$ cat src/hw/rtl/fcpe_pkg.sv
// ----------------------------------------------------------------------------
// Fibonacci clock pixel encoder - package
// Types, register codes and the decomposition and color tables.
// ----------------------------------------------------------------------------
`default_nettype none

package fcpe_pkg;

  localparam int unsigned NumSquares = 5;
  localparam logic [3:0]  PixLast    = 4'd8;
  localparam logic [3:0]  NumThemes  = 4'd10;

  typedef enum logic {
    CFG_THEME   = 1'b0,
    CFG_DISPLAY = 1'b1
  } cfg_idx_e;

  typedef struct packed {
    logic [NumSquares-1:0] hmask;
    logic [NumSquares-1:0] mmask;
  } masks_t;

  typedef struct packed {
    logic [3:0] theme;
    logic       display_on;
  } cfg_t;

  // pick mod 3 by folding base-4 digits
  function automatic logic [1:0] mod3(input logic [7:0] p);
    logic [3:0] s;
    logic [2:0] f;
    logic [1:0] r;
    s = {2'b00, p[1:0]} + {2'b00, p[3:2]} + {2'b00, p[5:4]} + {2'b00, p[7:6]};
    f = {1'b0, s[1:0]} + {1'b0, s[3:2]};
    unique case (f)
      3'd0, 3'd3, 3'd6: r = 2'd0;
      3'd1, 3'd4:       r = 2'd1;
      default:          r = 2'd2;
    endcase
    return r;
  endfunction

  // units 0..12 -> choice select from pick
  function automatic logic [1:0] choice_sel(input logic [3:0] units, input logic [7:0] pick);
    logic [1:0] sel;
    unique case (units)
      4'd0, 4'd12:                 sel = 2'd0;
      4'd1, 4'd2, 4'd9, 4'd10,
      4'd11:                       sel = {1'b0, pick[0]};
      4'd6:                        sel = pick[1:0];
      default:                     sel = mod3(pick);
    endcase
    return sel;
  endfunction

  function automatic logic [NumSquares-1:0] choice_mask(input logic [3:0] units,
                                                        input logic [1:0] sel);
    logic [NumSquares-1:0] m;
    unique case ({units, sel})
      {4'd1,  2'd0}: m = 5'h01;
      {4'd1,  2'd1}: m = 5'h02;
      {4'd2,  2'd0}: m = 5'h04;
      {4'd2,  2'd1}: m = 5'h03;
      {4'd3,  2'd0}: m = 5'h08;
      {4'd3,  2'd1}: m = 5'h05;
      {4'd3,  2'd2}: m = 5'h06;
      {4'd4,  2'd0}: m = 5'h09;
      {4'd4,  2'd1}: m = 5'h0A;
      {4'd4,  2'd2}: m = 5'h07;
      {4'd5,  2'd0}: m = 5'h10;
      {4'd5,  2'd1}: m = 5'h0C;
      {4'd5,  2'd2}: m = 5'h0B;
      {4'd6,  2'd0}: m = 5'h11;
      {4'd6,  2'd1}: m = 5'h12;
      {4'd6,  2'd2}: m = 5'h0D;
      {4'd6,  2'd3}: m = 5'h0E;
      {4'd7,  2'd0}: m = 5'h14;
      {4'd7,  2'd1}: m = 5'h13;
      {4'd7,  2'd2}: m = 5'h0F;
      {4'd8,  2'd0}: m = 5'h18;
      {4'd8,  2'd1}: m = 5'h15;
      {4'd8,  2'd2}: m = 5'h16;
      {4'd9,  2'd0}: m = 5'h19;
      {4'd9,  2'd1}: m = 5'h1A;
      {4'd10, 2'd0}: m = 5'h1C;
      {4'd10, 2'd1}: m = 5'h1B;
      {4'd11, 2'd0}: m = 5'h1D;
      {4'd11, 2'd1}: m = 5'h1E;
      {4'd12, 2'd0}: m = 5'h1F;
      default:       m = 5'h00;
    endcase
    return m;
  endfunction

  // code: 1 hour, 2 minute, 3 both, 0 black
  function automatic logic [23:0] theme_color(input logic [3:0] t, input logic [1:0] code);
    logic [23:0] h, m, b, c;
    unique case (t)
      4'd1:    begin h = 24'hFF0A0A; m = 24'hF8DE00; b = 24'h0A0AFF; end
      4'd2:    begin h = 24'h502800; m = 24'h14C814; b = 24'hFF640A; end
      4'd3:    begin h = 24'hF564C9; m = 24'h72F736; b = 24'h71EBDC; end
      4'd4:    begin h = 24'hFF7B7B; m = 24'h8FFF70; b = 24'h7878FF; end
      4'd5:    begin h = 24'hD4312D; m = 24'h91D231; b = 24'h8D5FE0; end
      4'd6:    begin h = 24'hD13EC8; m = 24'h45E8E0; b = 24'h5046CA; end
      4'd7:    begin h = 24'hED1414; m = 24'hF6F336; b = 24'hFF7E15; end
      4'd8:    begin h = 24'h462300; m = 24'h467A0A; b = 24'hC8B600; end
      4'd9:    begin h = 24'hD32222; m = 24'h50974E; b = 24'h101895; end
      default: begin h = 24'hFF0A0A; m = 24'h0AFF0A; b = 24'h0A0AFF; end
    endcase
    unique case (code)
      2'd1:    c = h;
      2'd2:    c = m;
      2'd3:    c = b;
      default: c = 24'h000000;
    endcase
    return c;
  endfunction

  function automatic logic [2:0] pixel_square(input logic [3:0] pix);
    logic [2:0] sq;
    unique case (pix)
      4'd0:       sq = 3'd0;
      4'd1:       sq = 3'd1;
      4'd2:       sq = 3'd2;
      4'd3, 4'd4: sq = 3'd3;
      default:    sq = 3'd4;
    endcase
    return sq;
  endfunction

endpackage

`default_nettype wire

$ cat src/hw/rtl/fcpe_front.sv
// ----------------------------------------------------------------------------
// Fibonacci clock pixel encoder - front end
// Accepts time requests and resolves the hour and minute square masks.
// ----------------------------------------------------------------------------
`default_nettype none

module fcpe_front (
  input  logic             clk_i,
  input  logic             rst_ni,
  input  logic             in_valid_i,
  output logic             in_stall_o,
  input  logic [4:0]       hour_i,
  input  logic [5:0]       minute_i,
  input  logic [7:0]       hour_pick_i,
  input  logic [7:0]       minute_pick_i,
  output logic             push_o,
  output fcpe_pkg::masks_t push_entry_o,
  input  logic             full_i
);
  import fcpe_pkg::*;

  logic        valid_q, valid_d;
  masks_t      entry_q;
  masks_t      entry_d;
  logic        accept;
  logic [4:0]  hour_red;
  logic [13:0] min_prod;
  logic [3:0]  min_units;

  assign in_stall_o = valid_q & full_i;
  assign accept     = in_valid_i & ~in_stall_o;
  assign push_o     = valid_q & ~full_i;

  always_comb begin
    hour_red = (hour_i >= 5'd13) ? hour_i - 5'd12 : hour_i;
    min_prod = {8'd0, minute_i} * 14'd205;
    min_units = min_prod[13:10];
    if (hour_red > 5'd12) begin
      entry_d.hmask = '0;
    end else begin
      entry_d.hmask = choice_mask(hour_red[3:0], choice_sel(hour_red[3:0], hour_pick_i));
    end
    entry_d.mmask = choice_mask(min_units, choice_sel(min_units, minute_pick_i));
  end

  always_comb begin
    valid_d = valid_q;
    if (accept) begin
      valid_d = 1'b1;
    end else if (push_o) begin
      valid_d = 1'b0;
    end
  end

  always_ff @(posedge clk_i or negedge rst_ni) begin
    if (!rst_ni) begin
      valid_q <= 1'b0;
    end else begin
      valid_q <= valid_d;
    end
  end

  always_ff @(posedge clk_i) begin
    if (accept) begin
      entry_q <= entry_d;
    end
  end

  assign push_entry_o = entry_q;

endmodule

`default_nettype wire

$ cat src/hw/rtl/fcpe_queue.sv
// ----------------------------------------------------------------------------
// Fibonacci clock pixel encoder - mask queue
// Two-entry FIFO decoupling the front end from the pixel sequencer.
// ----------------------------------------------------------------------------
`default_nettype none

module fcpe_queue (
  input  logic             clk_i,
  input  logic             rst_ni,
  input  logic             push_i,
  input  fcpe_pkg::masks_t entry_i,
  output logic             full_o,
  input  logic             pop_i,
  output fcpe_pkg::masks_t head_o,
  output logic             empty_o
);
  import fcpe_pkg::*;

  masks_t     mem_q [2];
  logic       wr_ptr_q, wr_ptr_d;
  logic       rd_ptr_q, rd_ptr_d;
  logic [1:0] count_q, count_d;

  assign full_o  = count_q == 2'd2;
  assign empty_o = count_q == 2'd0;
  assign head_o  = mem_q[rd_ptr_q];

  always_comb begin
    wr_ptr_d = push_i ? ~wr_ptr_q : wr_ptr_q;
    rd_ptr_d = pop_i ? ~rd_ptr_q : rd_ptr_q;
    count_d  = count_q + {1'b0, push_i} - {1'b0, pop_i};
  end

  always_ff @(posedge clk_i or negedge rst_ni) begin
    if (!rst_ni) begin
      wr_ptr_q <= 1'b0;
      rd_ptr_q <= 1'b0;
      count_q  <= 2'd0;
    end else begin
      wr_ptr_q <= wr_ptr_d;
      rd_ptr_q <= rd_ptr_d;
      count_q  <= count_d;
    end
  end

  always_ff @(posedge clk_i) begin
    if (push_i) begin
      mem_q[wr_ptr_q] <= entry_i;
    end
  end

endmodule

`default_nettype wire

$ cat src/hw/rtl/fcpe_back.sv
// ----------------------------------------------------------------------------
// Fibonacci clock pixel encoder - pixel sequencer
// Walks the nine pixels of the head entry and drives the output register.
// ----------------------------------------------------------------------------
`default_nettype none

module fcpe_back (
  input  logic             clk_i,
  input  logic             rst_ni,
  input  fcpe_pkg::masks_t head_i,
  input  logic             empty_i,
  output logic             pop_o,
  input  fcpe_pkg::cfg_t   cfg_i,
  output logic             out_valid_o,
  input  logic             out_stall_i,
  output logic [3:0]       pixel_index_o,
  output logic [7:0]       red_o,
  output logic [7:0]       green_o,
  output logic [7:0]       blue_o,
  output logic             last_o
);
  import fcpe_pkg::*;

  logic        valid_q, valid_d;
  logic [3:0]  cnt_q, cnt_d;
  logic [3:0]  pix_q;
  logic [23:0] rgb_q;
  logic        last_q;
  logic        adv;
  logic        load;
  logic [2:0]  sq;
  logic [1:0]  code;
  logic [23:0] rgb_d;

  assign adv   = ~valid_q | ~out_stall_i;
  assign load  = adv & ~empty_i;
  assign pop_o = load & (cnt_q == PixLast);

  always_comb begin
    sq    = pixel_square(cnt_q);
    code  = {head_i.mmask[sq], head_i.hmask[sq]};
    rgb_d = cfg_i.display_on ? theme_color(cfg_i.theme, code) : 24'h000000;
  end

  always_comb begin
    valid_d = valid_q;
    cnt_d   = cnt_q;
    if (adv) begin
      valid_d = ~empty_i;
    end
    if (load) begin
      cnt_d = (cnt_q == PixLast) ? 4'd0 : cnt_q + 4'd1;
    end
  end

  always_ff @(posedge clk_i or negedge rst_ni) begin
    if (!rst_ni) begin
      valid_q <= 1'b0;
      cnt_q   <= 4'd0;
    end else begin
      valid_q <= valid_d;
      cnt_q   <= cnt_d;
    end
  end

  always_ff @(posedge clk_i) begin
    if (load) begin
      pix_q  <= cnt_q;
      rgb_q  <= rgb_d;
      last_q <= cnt_q == PixLast;
    end
  end

  assign out_valid_o   = valid_q;
  assign pixel_index_o = pix_q;
  assign red_o         = rgb_q[23:16];
  assign green_o       = rgb_q[15:8];
  assign blue_o        = rgb_q[7:0];
  assign last_o        = last_q;

endmodule

`default_nettype wire

$ cat src/hw/rtl/fibonacci_clock_pixel_encoder_core.sv
// ----------------------------------------------------------------------------
// Fibonacci clock pixel encoder - top level
// Turns a time request into nine themed RGB pixels for an LED chain.
// ----------------------------------------------------------------------------
//  channel | handshake             | payload
//  --------+-----------------------+-------------------------------------------
//  in      | in_valid_i/in_stall_o | hour_i minute_i hour_pick_i minute_pick_i
//  out     | out_valid_o/out_stall_i | pixel_index_o red_o green_o blue_o last_o
//  cfg     | cfg_we_i              | cfg_idx_i cfg_data_i
//
//  Each request yields nine pixels, one per cycle from the pixel sequencer
//  while out_stall_i is low; requests pass front end, queue, output register.
//  The front end and a two-entry mask queue absorb requests while the
//  sequencer works, so input is stalled only when both are full.
//  Output stall freezes the output register and the sequencer.
//  Reset needs no clearing pass; config resets to theme 0, display on.
// ----------------------------------------------------------------------------
`default_nettype none

module fibonacci_clock_pixel_encoder_core (
  input  logic                 clk_i,
  input  logic                 rst_ni,
  input  logic                 cfg_we_i,
  input  fcpe_pkg::cfg_idx_e   cfg_idx_i,
  input  logic [3:0]           cfg_data_i,
  input  logic                 in_valid_i,
  output logic                 in_stall_o,
  input  logic [4:0]           hour_i,
  input  logic [5:0]           minute_i,
  input  logic [7:0]           hour_pick_i,
  input  logic [7:0]           minute_pick_i,
  output logic                 out_valid_o,
  input  logic                 out_stall_i,
  output logic [3:0]           pixel_index_o,
  output logic [7:0]           red_o,
  output logic [7:0]           green_o,
  output logic [7:0]           blue_o,
  output logic                 last_o
);
  import fcpe_pkg::*;

  cfg_t   cfg_q, cfg_d;
  logic   push;
  logic   full;
  logic   pop;
  logic   empty;
  masks_t push_entry;
  masks_t head;

  always_comb begin
    cfg_d = cfg_q;
    if (cfg_we_i) begin
      unique case (cfg_idx_i)
        CFG_THEME: begin
          if (cfg_data_i < NumThemes) begin
            cfg_d.theme = cfg_data_i;
          end
        end
        CFG_DISPLAY: cfg_d.display_on = cfg_data_i[0];
        default: cfg_d = cfg_q;
      endcase
    end
  end

  always_ff @(posedge clk_i or negedge rst_ni) begin
    if (!rst_ni) begin
      cfg_q <= '{theme: 4'd0, display_on: 1'b1};
    end else begin
      cfg_q <= cfg_d;
    end
  end

  fcpe_front u_front (
    .clk_i,
    .rst_ni,
    .in_valid_i,
    .in_stall_o,
    .hour_i,
    .minute_i,
    .hour_pick_i,
    .minute_pick_i,
    .push_o       (push),
    .push_entry_o (push_entry),
    .full_i       (full)
  );

  fcpe_queue u_queue (
    .clk_i,
    .rst_ni,
    .push_i  (push),
    .entry_i (push_entry),
    .full_o  (full),
    .pop_i   (pop),
    .head_o  (head),
    .empty_o (empty)
  );

  fcpe_back u_back (
    .clk_i,
    .rst_ni,
    .head_i  (head),
    .empty_i (empty),
    .pop_o   (pop),
    .cfg_i   (cfg_q),
    .out_valid_o,
    .out_stall_i,
    .pixel_index_o,
    .red_o,
    .green_o,
    .blue_o,
    .last_o
  );

endmodule

`default_nettype wire

$ cat config.mk
export PLATFORM = sky130hd
export DESIGN_NAME = fibonacci_clock_pixel_encoder_core
export DESIGN_NICKNAME = d
export VERILOG_FILES = /design/src/hw/rtl/fcpe_pkg.sv /design/src/hw/rtl/fcpe_front.sv /design/src/hw/rtl/fcpe_queue.sv /design/src/hw/rtl/fcpe_back.sv /design/src/hw/rtl/fibonacci_clock_pixel_encoder_core.sv
export SDC_FILE = /design/constraint.sdc
export NUM_CORES = 1
export LEC_CHECK = 0
export ABC_AREA = 0
export BUFFER_PORTS_ARGS = -buffer_cell sky130_fd_sc_hd__buf_2
export CORE_UTILIZATION = 40
export CTS_CLUSTER_DIAMETER = 50
export CTS_CLUSTER_SIZE = 14
export DETAILED_ROUTE_END_ITERATION = 12
export GPL_ROUTABILITY_DRIVEN = 0
export HOLD_SLACK_MARGIN = 0.06
export PLACE_DENSITY_LB_ADDON = 0.12
export SYNTH_ARGS = -nofsm -noshare
export SYNTH_HDL_FRONTEND = slang
export SYNTH_SLANG_ARGS = --single-unit
export TNS_END_PERCENT = 100
$ cat constraint.sdc
create_clock -name clk_i -period 9 [get_ports clk_i]
set_clock_uncertainty 0.2 [all_clocks]
set_input_delay 2.25 -clock clk_i [delete_from_list [all_inputs] [get_ports clk_i]]
set_output_delay 2.25 -clock clk_i [all_outputs]
set_load 0.005 [all_outputs]
# Word level (Yosys, flattened, before mapping)
# Memories as Yosys holds them, arrays and structs flattened. A register that Yosys moved wholly into a read port is not among the register bits.
# Index checks and enable logic that the tools add are counted.
[op_classes]
n_reduce_logical = 18
add_sub_neg = 12
n_lt_le_gt_ge = 4
n_eq_ne = 31
n_mul = 1
n_mux = 17
bitwise = 14
[op_table]
columns = ["cell", "n"]
rows = [
  ["24-bit one-hot mux with 3 select lines", 1],
  ["4-bit equality test (second input constant)", 9],
  ["4-bit by 2-bit adder with 4-bit output", 4],
  ["4-bit by 2-bit equality test with 1-bit output (second input constant)", 4],
  ["6-bit by 8-bit multiplier with 14-bit output (second input constant)", 1],
  ["2-bit by 2-bit adder with 3-bit output", 4],
  ["3-bit equality test (second input constant)", 4],
  ["4-bit by 1-bit equality test with 1-bit output (second input constant)", 3],
  ["4-bit by 3-bit equality test with 1-bit output (second input constant)", 3],
  ["4-bit zero test", 3],
  ["2-bit one-hot mux with 3 select lines", 2],
  ["3-bit one-hot mux with 4 select lines", 1],
  ["2-bit OR reduction", 5],
  ["5-bit OR reduction", 2],
  ["1-bit inverter", 8],
  ["2-bit one-hot mux with 2 select lines", 2],
  ["1-bit binary-select mux with 3-bit select", 2],
  ["2-bit equality test (second input constant)", 3],
  ["3-bit by 1-bit equality test with 1-bit output (second input constant)", 2],
  ["3-bit by 2-bit equality test with 1-bit output (second input constant)", 2],
  ["3-bit zero test", 2],
  ["1-bit two-way mux", 6],
  ["3-bit OR reduction", 2],
  ["1-bit bitwise AND", 5],
  ["other kinds (17)", 17],
]
[totals]
output_inout_bits = 31
in_bits = 37
mem_bits_ro = 1760
mem_bits_rw = 20
register_bits = 44
memories = 4
[mem_list]
columns = ["memory", "depth", "word_bits", "read_ports", "rd_clocked_by_memory_dff", "write_ports", "line_no", "source"]
rows = [
  ["(name not given)", 16, 70, 1, 0, 0, "fcpe_pkg.sv:98", "unique case (t)"],
  ["(name not given)", 64, 5, 1, 1, 0, "fcpe_pkg.sv:59", "unique case ({units, sel})"],
  ["(name not given)", 64, 5, 1, 1, 0, "fcpe_pkg.sv:59", ""],
  ["u_queue.mem_q", 2, 10, 1, 0, 1, "fcpe_queue.sv:19", "masks_t mem_q [2];"],
]

# Logic depth before layout (Yosys ltp)
[logic_depth]
ltp_word = 9
mapped_depth = 22
depth_no_buf = 22

# Modules after synthesis
# A second synthesis with hierarchy kept.
[hier_totals]
hier_cells = 705
area_unflattened_um2 = 6708.9
[by_module_without_submodules]
columns = ["mod", "instances", "area_each_um2", "cells_each"]
rows = [
  ["fcpe_back", 1, 2800.2, 322],
  ["fcpe_front", 1, 2716.4, 315],
  ["fcpe_queue", 1, 954.7, 46],
  ["fibonacci_clock_pixel_encoder_core", 1, 237.7, 22],
]

# Least setup slack after synthesis
# OpenSTA, ideal clock, no wires.
[synth_timing]
kind = "input to register"
start = "input port minute_i[4]"
end = "register, netlist name u_front.push_entry_o[0]"
t_required_ps = 8655
path_slack_ps = 1991
setup_ps = 145
path_buffers = 0
cell_stages = 19
arrival_time_ps = 6665
cell_sequence = "inv_1 -> ha_1 -> inv_1 -> fa_1 -> fa_1 -> ha_1 -> a21o_1 -> a21oi_1 -> o21a_1 -> xnor2_1 -> nor2_1 -> a21o_1 -> a221oi_1 -> o22a_1 -> ha_1 -> mux2_1 -> a211o_1 -> a311o_1 -> o21ai_1"
[synth_between]
elab_chain_cells = 4
elab_cells_between_ends = 12
cone_classes = "mul (1); eq/ne (7); mux (1); reduce/logical (3)"
[synth_rtl]
columns = ["item", "line_no", "source"]
rows = [
  ["from (decl)", "fibonacci_clock_pixel_encoder_core.sv:29", "input logic [5:0] minute_i,"],
  ["6-bit by 8-bit multiplier with 14-bit output (*)", "fcpe_front.sv:36", "min_prod = {8'd0, minute_i} * 14'd205;"],
  ["4-bit by 1-bit equality test with 1-bit output, or another cell as far along", "fcpe_pkg.sv:46", "unique case (units)"],
  ["5-bit OR reduction or 2-bit OR reduction (tied branches)", "--", ""],
  ["2-bit one-hot mux with 3 select lines", "fcpe_pkg.sv:46", ""],
]
# Mark *: on every way between the ends. The rest lies on a longest branch, timed or not.
# A chain may end at the register's enable or synchronous reset.

# Worst setup path after layout
[layout_timing]
start = "input port minute_i[4]"
end = "register, netlist name u_front.push_entry_o[0]"
[layout_between]
elab_chain_cells = 4
elab_cells_between_ends = 12
cone_classes = "mul (1); eq/ne (7); mux (1); reduce/logical (3)"
[layout_rtl]
columns = ["item", "line_no"]
rows = [
  ["6-bit by 8-bit multiplier with 14-bit output (*)", "fcpe_front.sv:36"],
  ["4-bit by 1-bit equality test with 1-bit output, or another cell as far along", "fcpe_pkg.sv:46"],
  ["5-bit OR reduction or 2-bit OR reduction (tied branches)", "--"],
  ["2-bit one-hot mux with 3 select lines", "fcpe_pkg.sv:46"],
]
# Marked as above.

==> flow_metrics.py <==
metrics = {
    "sta": {
        "setup_ws_ns": 1.78,
        "drv_slew": 0,
        "report.final.setup_viol": 0,
        "tns_ns": 0,
        "fin_hold_ws_ns": 0.248,
        "period_share": 0.802,
        "grt_setup_unrepaired": "no",
        "tightest_slew_ns": 1.20,
        "period_needed_ns": 7.22,
        "relSlewSlack": 0.199,
        "hold_viol_final": 0,
        "fmax_ghz": 0.139,
    },
    "detailed_routing": {
        "wirelength_um": 15300,
        "wire_per_inst_um": 15.7,
        "ant_nets": 0,
        "drt_iter0_markers": 497,
        "firstDrtPassIters": 5,
        "vias": 5633,
        "drc": 0,
        "viasPerCell": 5.80,
    },
    "pwr": {
        "p_seq_frac": 0.258,
        "swShare": 0.457,
        "peakVddDrop_mv": 0.147,
        "p_int_mw": 1.39,
        "p_clk_frac": 0.146,
        "leakage_nw": 2.96,
        "cellPowerDensity_nw_per_um2": 354,
        "power_mw": 2.55,
        "p_comb_frac": 0.596,
        "p_switching_mw": 1.17,
    },
    "floorplanning": {
        "initial_core_util": 0.415,
        "io_pins": 68,
        "die_x_um": 129,
        "core_um2": 15400,
        "die_area_um2": 16500,
        "rows": 45,
        "dieHeight_um": 129,
    },
    "logic_synthesis": {
        "synth_edf_count": 59,
        "syn_avg_cell_area_um2": 9.01,
        "seq_area_frac_synth": 0.335,
        "syn-instance-count": 711,
        "ys_ff_latch": 74,
        "synth.cell_area_um2": 6410,
        "syn-num-nets": 814,
        "synth_cell_types": 87,
        "async_flop_share": 0.203,
        "ys_warn_count": 0,
        "ys.flop_type": "edfxtp_1",
    },
    "final_layout": {
        "fin_cells": 972,
        "mostFrequentLayoutCells": "75 x nand2_1, 68 x a21oi_1, 67 x buf_2",
        "final_area_um2": 7210,
        "final_util": 0.467,
        "mostFrequentLayoutCell": "nand2_1",
        "syn_to_final_growth_pct": 12.5,
        "drive_gt1_frac": 0.156,
        "nNetsFinal": 859,
        "antennaDiodeCount": 0,
    },
    "global_route": {
        "grt_usage": 0.192,
        "grt_overflow": 0,
        "met2_usage": 0.304,
        "grt_pass1_wl_um": 25500,
        "grt_busiest_layer": "met2",
        "grt_pass1_vias": 5214,
        "met1_usage": 0.266,
        "grt_max_degree": 39,
        "grt_use_met3": 0.0316,
        "antenna_found_initial": 0,
    },
    "worst_setup_path": {
        "max_stage_delay_ns": 0.64,
        "cpLargestDelayFamily": "compound AO/OA/AOI/OAI gates",
        "cp-start-kind": "primary input",
        "required_ns": 9.00,
        "path_common_cell": "ha_1",
        "worstPathCellList": "buf_2 -> inv_1 -> ha_1 -> inv_1 -> fa_1 -> fa_1 -> ha_1 -> o21ai_0 -> a21oi_1 -> a22oi_2 -> xnor2_1 -> o21ai_0 -> a221oi_1 -> o22a_1 -> ha_1 -> mux2_1 -> a211o_1 -> a311o_1 -> o21ai_1",
        "path_class": "primary input to flip-flop",
        "crit_slowest_cell": "xnor2_1",
        "end_kind": "flip-flop",
        "cp.arrival_ns": 7.22,
        "worstPathMaxFanout": 9,
        "path_buf_inv": 3,
    },
    "placed_design": {
        "place_ws_ns": 1.48,
        "placed_area_um2": 6900,
        "hpwl_um": 11000,
        "place_inst": 956,
        "port_buffers": 67,
    },
    "status": {
        "outcome": "finished, final reports clean",
    },
    "clock_network": {
        "cts_tree": "built",
        "ctsHoldBuffers": 0,
        "cts_root_buffer": "clkbuf_16",
        "ctsHtreeMaxLevel": 3,
        "clkTransAtPathRegs_ns": 0.06,
        "cts_buffers": 9,
        "clock-sinks": 74,
        "ctsResizeCount": 0,
        "post-cts-setup-buffers": 0,
        "cts_buffer_depth": 2,
        "insertion_delay_ns": 0.34,
    },
    "job": {
        "maxCapViolations": 0,
    },
    "min_path": {
        "hold_path.class": "flip-flop to flip-flop",
    },
}
==> worst paths after layout <==
kind | startpoint | end | slack (ns) | cells past startpoint
max in group asynchronous | rst_ni | cfg_q[0] | 6.65 | 1
worst min-delay path | u_front.push_entry_o[9] | u_queue.mem_q[0][9] | 0.25 | 0
worst max-delay path | minute_i[4] | u_front.push_entry_o[0] | 1.78 | 19
worst min register to register | u_front.push_entry_o[9] | u_queue.mem_q[0][9] | 0.25 | 0
min in group asynchronous | rst_ni | cfg_q[4] | 1.63 | 1
worst max register to register | u_back.cnt_q[0] | u_back.rgb_q[10] | 5.26 | 9
==> power groups by stage <==
stage / logic (mW) / registers, mW / clock network (mW)
CTS: 1.50 / 0.661 / 0.380
floorplan: 1.15 / 0.645 / 0
global placement: 1.48 / 0.661 / 0
global route: 1.68 / 0.678 / 0.393
detailed placement: 1.49 / 0.668 / 0
finish: 1.52 / 0.659 / 0.372
==> metal layers <==
layer	share of wire	wire (um)
met5	0	0
met3	0.064	975
met4	0.016	251
met2	0.46	7090
met1	0.46	6970
==> synthesized netlist by cell type, types with 4 or more instances <==
cell       instances  share of area
nand2_1           75          0.044
a21oi_1           68          0.053
edfxtp_1          59           0.28
ha_1              50          0.098
inv_1             45          0.026
nor2_1            45          0.026
o21ai_0           45          0.035
clkbuf_1          27          0.016
o21ai_1           18          0.014
fa_1              16          0.050
nand3_1           16          0.012
dfrtp_1           14          0.055
nor3_1            14          0.011
a31oi_1           13          0.013
xnor2_1           12          0.016
nor2b_1           11          0.011
mux2i_1           10          0.016
o211ai_1          10          0.012
o22ai_1            8         0.0078
a211oi_1           6         0.0070
mux2_2             6          0.011
or3_1              6         0.0059
and3_1             5         0.0049
buf_2              5         0.0039
nand2b_1           5         0.0049
nand4_1            5         0.0049
o211a_1            5         0.0078
a2111oi_0          4         0.0055
a21boi_1           4         0.0047
and2_1             4         0.0039
buf_1              4         0.0023
buf_4              4         0.0047
o2111ai_1          4         0.0055
or2_2              4         0.0039
xor2_1             4         0.0055
==> worst reg2reg max path, cell delays in order, from the launching register on <==
cell       delay, ns
dfrtp_1         0.43
ha_1            0.26
nor3_1          0.35
or3_4           0.23
mux4_2          0.49
o2bb2ai_1       0.25
or2_1           0.56
nand2_1         0.16
o32ai_1         0.48
and2_1          0.20
==> kinds of logic after synthesis <==
group	Yosys count	share of synthesized area
adders and majority gates	67	0.149
and+or+nand+nor	205	0.153
buffers and inverters	88	0.0562
xor gates and xnor gates	16	0.0219
DFF	74	0.335
muxes	21	0.0402
AOI/OAI and AO/OA	240	0.244
==> final cells by class <==
cell class,count,area [um2]
Clock buffer,9,225
Sequential cell,74,2150
Fill cell,1538,8220
Inverter,46,173
Multi-Input combinational cell,549,3910
Tap cell,211,264
Timing Repair Buffer,76,403
Clock inverter,7,83.8
==> state kept, by name, summed over array words and instances, names as in the netlist <==
register and cells:
u_queue.mem_q 20, u_back.pixel_index_o 4, u_front.valid_q 1, u_back.out_valid_o 1
u_back.cnt_q 4, u_queue.count_q 2, u_back.last_o 1, cfg_q 5
u_queue.wr_ptr_q 1, u_front.push_entry_o 10, u_queue.rd_ptr_q 1, u_back.rgb_q 24
(Power assumes the default switching activity.)
